===== src/hw/rtl/pfr_pkg.sv =====
// ----------------------------------------------------------------------------
// pfr_pkg
// Shared widths, payload types and controller/datapath signal groups for the
// potential field repulsion block.
// ----------------------------------------------------------------------------
package pfr_pkg;

  localparam int GRID_H_DEF     = 64;
  localparam int GRID_W_DEF     = 128;
  localparam int MAX_RADIUS_DEF = 16;

  // field widths
  localparam int XW    = 15;
  localparam int YW    = 14;
  localparam int ROWW  = 6;
  localparam int COLW  = 7;
  localparam int PW    = 13;
  localparam int GW    = 32;
  localparam int AHW   = 7;
  localparam int AWW   = 8;
  localparam int SUMW  = 32;
  localparam int CFGIW = 2;

  // internal widths
  localparam int IW    = 11;           // row/col counters, covers 1024 and window bounds
  localparam int ABW   = 16;           // |dx|, |dy|
  localparam int RADW  = 34;           // dx^2 + dy^2
  localparam int ROOTW = 17;
  localparam int FRAC  = 24;
  localparam int NUMW  = GW + PW;      // eta * (rho - d)
  localparam int DENW  = 4 * PW;       // d^3 * rho
  localparam int QW    = NUMW + FRAC;  // divider width
  localparam int FW    = 41;           // term magnitude, up to the 2^40 cap
  localparam int PRODW = FW + ABW;

  localparam logic REQ_WRITE = 1'b0;
  localparam logic REQ_QUERY = 1'b1;

  localparam logic [CFGIW-1:0] REG_RADIUS = 2'd0;
  localparam logic [CFGIW-1:0] REG_GAIN   = 2'd1;
  localparam logic [CFGIW-1:0] REG_AREA_H = 2'd2;
  localparam logic [CFGIW-1:0] REG_AREA_W = 2'd3;

  typedef struct packed {
    logic            req_type;
    logic [ROWW-1:0] cell_row;
    logic [COLW-1:0] cell_col;
    logic            cell_blocked;
    logic [XW-1:0]   pos_x_q8;
    logic [YW-1:0]   pos_y_q8;
  } req_t;

  typedef struct packed {
    logic signed [SUMW-1:0] force_x;
    logic signed [SUMW-1:0] force_y;
    logic                   saturated;
  } res_t;

  typedef struct packed {
    logic [PW-1:0]  radius_q8;
    logic [GW-1:0]  gain_q16;
    logic [AHW-1:0] area_height;
    logic [AWW-1:0] area_width;
  } cfg_t;

  typedef struct packed {
    logic clr_wr;
    logic cell_wr;
    logic q_load;
    logic geom;
    logic sq_start;
    logic dist_load;
    logic m1;
    logic m2;
    logic m3;
    logic div_term;
    logic div_comp;
    logic f_cap;
    logic prod_x;
    logic prod_y;
    logic tx_cap;
    logic ty_cap;
    logic acc_cell;
    logic wall_init;
    logic wall_sel;
    logic acc_wall;
    logic wall_next;
    logic col_next;
    logic row_next;
    logic res_load;
  } cmd_t;

  typedef struct packed {
    logic clr_last;
    logic win_empty;
    logic occ;
    logic sq_done;
    logic d_ok;
    logic div_done;
    logic last_col;
    logic last_row;
    logic wall_last;
    logic out_busy;
  } sts_t;

endpackage


===== src/hw/rtl/pfr_ctrl.sv =====
// ----------------------------------------------------------------------------
// pfr_ctrl
// Sequencer: grid clear after reset, request intake, window scan per cell,
// the four wall terms and result hand-off.
// ----------------------------------------------------------------------------
module pfr_ctrl (
  input  logic          clk,
  input  logic          rst,
  input  logic          in_valid,
  input  logic          in_type,
  output logic          in_ready,
  output pfr_pkg::cmd_t cmd,
  input  pfr_pkg::sts_t sts
);
  import pfr_pkg::*;

  localparam logic [4:0] S_CLR   = 5'd0;
  localparam logic [4:0] S_IDLE  = 5'd1;
  localparam logic [4:0] S_WIN   = 5'd2;
  localparam logic [4:0] S_RD    = 5'd3;
  localparam logic [4:0] S_CHK   = 5'd4;
  localparam logic [4:0] S_SQS   = 5'd5;
  localparam logic [4:0] S_SQW   = 5'd6;
  localparam logic [4:0] S_DIST  = 5'd7;
  localparam logic [4:0] S_DOK   = 5'd8;
  localparam logic [4:0] S_M1    = 5'd9;
  localparam logic [4:0] S_M2    = 5'd10;
  localparam logic [4:0] S_M3    = 5'd11;
  localparam logic [4:0] S_DTS   = 5'd12;
  localparam logic [4:0] S_DTW   = 5'd13;
  localparam logic [4:0] S_FCAP  = 5'd14;
  localparam logic [4:0] S_PX    = 5'd15;
  localparam logic [4:0] S_DXS   = 5'd16;
  localparam logic [4:0] S_DXW   = 5'd17;
  localparam logic [4:0] S_TXC   = 5'd18;
  localparam logic [4:0] S_PY    = 5'd19;
  localparam logic [4:0] S_DYS   = 5'd20;
  localparam logic [4:0] S_DYW   = 5'd21;
  localparam logic [4:0] S_TYC   = 5'd22;
  localparam logic [4:0] S_ACC   = 5'd23;
  localparam logic [4:0] S_ADV   = 5'd24;
  localparam logic [4:0] S_WSEL  = 5'd25;
  localparam logic [4:0] S_ACCW  = 5'd26;
  localparam logic [4:0] S_WNEXT = 5'd27;
  localparam logic [4:0] S_RES   = 5'd28;

  logic [4:0] state, state_next;
  logic       wall_mode, wall_mode_next;

  always_ff @(posedge clk) begin
    if (rst) begin
      state     <= S_CLR;
      wall_mode <= 1'b0;
    end else begin
      state     <= state_next;
      wall_mode <= wall_mode_next;
    end
  end

  always_comb begin
    cmd            = '0;
    in_ready       = 1'b0;
    state_next     = state;
    wall_mode_next = wall_mode;
    case (state)
      S_CLR: begin
        cmd.clr_wr = 1'b1;
        if (sts.clr_last) state_next = S_IDLE;
      end
      S_IDLE: begin
        in_ready = 1'b1;
        if (in_valid) begin
          if (in_type == REQ_QUERY) begin
            cmd.q_load     = 1'b1;
            wall_mode_next = 1'b0;
            state_next     = S_WIN;
          end else begin
            cmd.cell_wr = 1'b1;
          end
        end
      end
      S_WIN: begin
        if (sts.win_empty) begin
          cmd.wall_init  = 1'b1;
          wall_mode_next = 1'b1;
          state_next     = S_WSEL;
        end else begin
          state_next = S_RD;
        end
      end
      S_RD:  state_next = S_CHK;
      S_CHK: begin
        cmd.geom   = 1'b1;
        state_next = sts.occ ? S_SQS : S_ADV;
      end
      S_SQS: begin
        cmd.sq_start = 1'b1;
        state_next   = S_SQW;
      end
      S_SQW: if (sts.sq_done) state_next = S_DIST;
      S_DIST: begin
        cmd.dist_load = 1'b1;
        state_next    = S_DOK;
      end
      S_DOK: begin
        if (sts.d_ok) state_next = S_M1;
        else state_next = wall_mode ? S_WNEXT : S_ADV;
      end
      S_M1: begin
        cmd.m1     = 1'b1;
        state_next = S_M2;
      end
      S_M2: begin
        cmd.m2     = 1'b1;
        state_next = S_M3;
      end
      S_M3: begin
        cmd.m3     = 1'b1;
        state_next = S_DTS;
      end
      S_DTS: begin
        cmd.div_term = 1'b1;
        state_next   = S_DTW;
      end
      S_DTW: if (sts.div_done) state_next = S_FCAP;
      S_FCAP: begin
        cmd.f_cap  = 1'b1;
        state_next = wall_mode ? S_ACCW : S_PX;
      end
      S_PX: begin
        cmd.prod_x = 1'b1;
        state_next = S_DXS;
      end
      S_DXS: begin
        cmd.div_comp = 1'b1;
        state_next   = S_DXW;
      end
      S_DXW: if (sts.div_done) state_next = S_TXC;
      S_TXC: begin
        cmd.tx_cap = 1'b1;
        state_next = S_PY;
      end
      S_PY: begin
        cmd.prod_y = 1'b1;
        state_next = S_DYS;
      end
      S_DYS: begin
        cmd.div_comp = 1'b1;
        state_next   = S_DYW;
      end
      S_DYW: if (sts.div_done) state_next = S_TYC;
      S_TYC: begin
        cmd.ty_cap = 1'b1;
        state_next = S_ACC;
      end
      S_ACC: begin
        cmd.acc_cell = 1'b1;
        state_next   = S_ADV;
      end
      S_ADV: begin
        if (sts.last_col) begin
          if (sts.last_row) begin
            cmd.wall_init  = 1'b1;
            wall_mode_next = 1'b1;
            state_next     = S_WSEL;
          end else begin
            cmd.row_next = 1'b1;
            state_next   = S_RD;
          end
        end else begin
          cmd.col_next = 1'b1;
          state_next   = S_RD;
        end
      end
      S_WSEL: begin
        cmd.wall_sel = 1'b1;
        state_next   = S_DOK;
      end
      S_ACCW: begin
        cmd.acc_wall = 1'b1;
        state_next   = S_WNEXT;
      end
      S_WNEXT: begin
        if (sts.wall_last) begin
          state_next = S_RES;
        end else begin
          cmd.wall_next = 1'b1;
          state_next    = S_WSEL;
        end
      end
      S_RES: begin
        if (!sts.out_busy) begin
          cmd.res_load   = 1'b1;
          wall_mode_next = 1'b0;
          state_next     = S_IDLE;
        end
      end
      default: state_next = S_IDLE;
    endcase
  end

endmodule


===== config.mk =====
export PLATFORM = sky130hd
export DESIGN_NAME = pfr_ctrl
export DESIGN_NICKNAME = d
export VERILOG_FILES = /design/src/hw/rtl/pfr_pkg.sv /design/src/hw/rtl/pfr_ctrl.sv
export SDC_FILE = /design/constraint.sdc
export NUM_CORES = 1
export LEC_CHECK = 0
export BUFFER_PORTS_ARGS = -buffer_cell sky130_fd_sc_hd__buf_2
export CAP_MARGIN = 10
export CORE_ASPECT_RATIO = 1.1
export CORE_MARGIN = 2
export CORE_UTILIZATION = 41
export DETAILED_ROUTE_END_ITERATION = 16
export PLACE_DENSITY = 0.78
export SETUP_SLACK_MARGIN = 0.02
export SYNTH_ARGS = -nofsm -noshare
export SYNTH_HDL_FRONTEND = slang
export SYNTH_SLANG_ARGS = --single-unit

===== constraint.sdc =====
create_clock -name clk -period 1.71 [get_ports clk]
set_clock_uncertainty 0.1 [all_clocks]
set_input_delay 0.342 -clock clk [delete_from_list [all_inputs] [get_ports clk]]
set_output_delay 0.342 -clock clk [all_outputs]
set_load 0.02 [all_outputs]

==> impl_metrics.toml <==
[setup_path]
crit_fanout = 6
endpoint_kind = "output pin"
rrSetupSlack_ns = -0.34
cp-start-kind = "register"
required_ns = 1.27
arrival_ns = 1.65
reg2regPathDepth = 6
r2r-end = "state[4]"
critical_path_class = "reg2out"
timing.rr.start = "state[2]"

[yosys]
ys_warn_count = 0
ys_ff_latch = 6
yosys-top-cells-count = "nor2_1, nor3_1, o21ai_0"
synth_cell_types = 39
synth_edf_count = 0
synth.avg_cell_area_um2 = 6.61
synth_nets = 141
synth_ff_type = "dfxtp_1"
post-synth-top-count-cell = "nor2_1"
yosys-top-cells-area = "dfxtp_1, nor2_1, nor3_1, o21ai_0, nand2b_1"
synth.yosys.seq_area_share_pct = 14.3
yosysTopAreaCellShare_pct = 14.3
syn_inst = 127
synthArstFlopShare_pct = 0
syn_area_um2 = 840
yosys.area.top_type = "dfxtp_1"

[clock_network]
cts_root_buffer = "clkbuf_4"
numClockSinks = 6
clk_pin_slew_ns = 0.06
htreeDepth = 1
postCtsHoldBufs = 0
tritoncts = "built"
cts_buffer_depth = 2
clk_latency_ns = 0.26
numCtsBuffers = 3

[pwr]
power_leakage_nw = 0.718
pwr-share-clk_pct = 18.1
p_comb_share_pct = 61.2
p_sw_share_pct = 42.9
power.switching_uw = 336
p_int_uw = 446
p_per_area_mw_per_mm2 = 431
vdd_drop_max_mv = 0.567
power_frac_seq_pct = 20.7

[hold_path]
hold_path.class = "in2reg"
min_path_cells = 2
hold_end = "state[0]"
min_from = "rst"

[timing]
clock.fmax_ghz = 0.479
maxSlewViolCount = 0
hold_viol_final = 0
tightest_slew_ns = 0.681
finalSetupViolations = 31
setup_slack_ns = -0.377
post-route-min-period_ns = 2.09
relSlewSlack_pct = 54.0
rsz0062_at_grt = "true"
fin_crit_sh_pct = 122

[cells_and_area]
area.growth.synth_to_final_pct = 116
fin_area_mm2 = 0.00181
nNetsFinal = 212
antenna_cells = 0
drive_gt1_share_pct = 66.8

[placement]
pre_cts_slack_ns = -0.218
gp_congestion = 0.913
dp_hpwl_um = 2570
portBuffers = 38
placed_area_mm2 = 0.00136

[global_route]
grt-ovfl-total = 0
grt_pass1_wl_um = 7370
grt_max_degree = 18
grt_pass1_vias = 1423
antenna_found_initial = 0
grt.total_usage_pct = 43.6

[floorplan]
die_w_um = 47.1
fp-row-count = 17
die_y_um = 51.5
core_mm2 = 0.00198
ios = 39
start_util_pct = 42.4
dieArea_mm2 = 0.00243

[detailed_routing]
route.detailed.drc = 0
avgViaCountPerCell = 7.21
post_drt_wl_per_cell_um = 25.8
drtAntennaViolNets = 0
num_vias = 1616
drt_iter0_markers = 207
wl_um = 5790
first_pass_iters = 7

[status]
violations = "setup timing"
status = "complete, but fails checks"

[flow_run]
max_cap_viol_count = 0
layout by cell type (no fill, tap or decap), types with 3 or more instances in the layout:
cell,n
nand2_2,3
or4_1,3
clkbuf_4,3
buf_8,3
o21ai_0,9
buf_4,36
nor2_4,10
a21oi_1,6
dfxtp_4,3
nand2_1,4
nand2b_4,4
nor2_1,10
buf_12,4
inv_1,4
buf_2,14
buf_6,21
nor3_2,5
power by group through the flow:
stage	Combinational [mW]	Sequential (mW)	Clock [mW]
finish	0.479	0.162	0.142
global route	0.492	0.160	0.148
CTS	0.419	0.155	0.134
detailed placement	0.342	0.159	0
global placement	0.329	0.158	0
floorplan	0.194	0.160	0
worst max-delay path, stage by stage, from the launching register on:
cell     delay [ns]
dfxtp_4        0.39
or3b_4         0.44
o32ai_4        0.37
buf_6          0.18
through the flow:
step	hold WS [ns]	total power [mW]	setup TNS (ns)	cells	utilization [%]
2_1_floorplan	0.307	0.353	-0.132	127	-
3_3_place_gp	0.497	0.487	-0.535	211	68.8
3_5_place_dp	0.497	0.501	-1.46	211	68.8
4_1_cts	0.261	0.708	-3.78	224	89.1
5_1_grt	0.306	0.800	-6.91	224	91.7
6_report	0.300	0.782	-6.65	224	91.7
worst max path at each step:
| stage | startpoint | endpoint | depth (start not counted) | slack [ns] |
|---|---|---|---|---|
| CTS | state[0] | cmd[22] | 6 | -0.29 |
| global route | state[4] | cmd[22] | 6 | -0.40 |
| global placement | state[4] | state[2] | 6 | -0.11 |
| detailed placement | state[1] | state[4] | 5 | -0.22 |
| floorplan | state[3] | cmd[11] | 3 | -0.07 |
| finish | state[1] | cmd[6] | 3 | -0.38 |
routing by layer:
layer  part of all wire [%]  routed length [um]  global-route usage [%]
met3                     15                 896                    16.3
met4                    9.3                 539                    19.9
met5                      0                   0                       0
met1                     31                1800                    50.2
met2                     44                2550                    69.4
flip-flops by register name (all words and copies together) (netlist names):
name and flops:
state 5, wall_mode 1
final cells by class:
type | instances | area [um2]
well taps | 28 | 35.0
flip-flops and latches | 6 | 134
multi-input cells | 103 | 897
clock buffers | 3 | 22.5
inverters | 6 | 22.5
fillers | 69 | 165
repair buffers | 78 | 702
timing repair:
item | in CTS | in global routing
endpoints found under the setup margin | 31 | 31
buffers inserted | 9 | 0
gates cloned | 1 | 0
pin swaps | 8 | 6
gates resized for setup | 86 | 13
kinds of logic (layout without fill, tap and decap cells):
family	after synthesis	in the layout	share of synthesized area (%)
buf+inv	18	87	9.69
flops	6	6	14.3
compound gates	36	36	31.6
simple gates	67	67	44.4
Note: power is estimated with default switching activity, not from simulation.
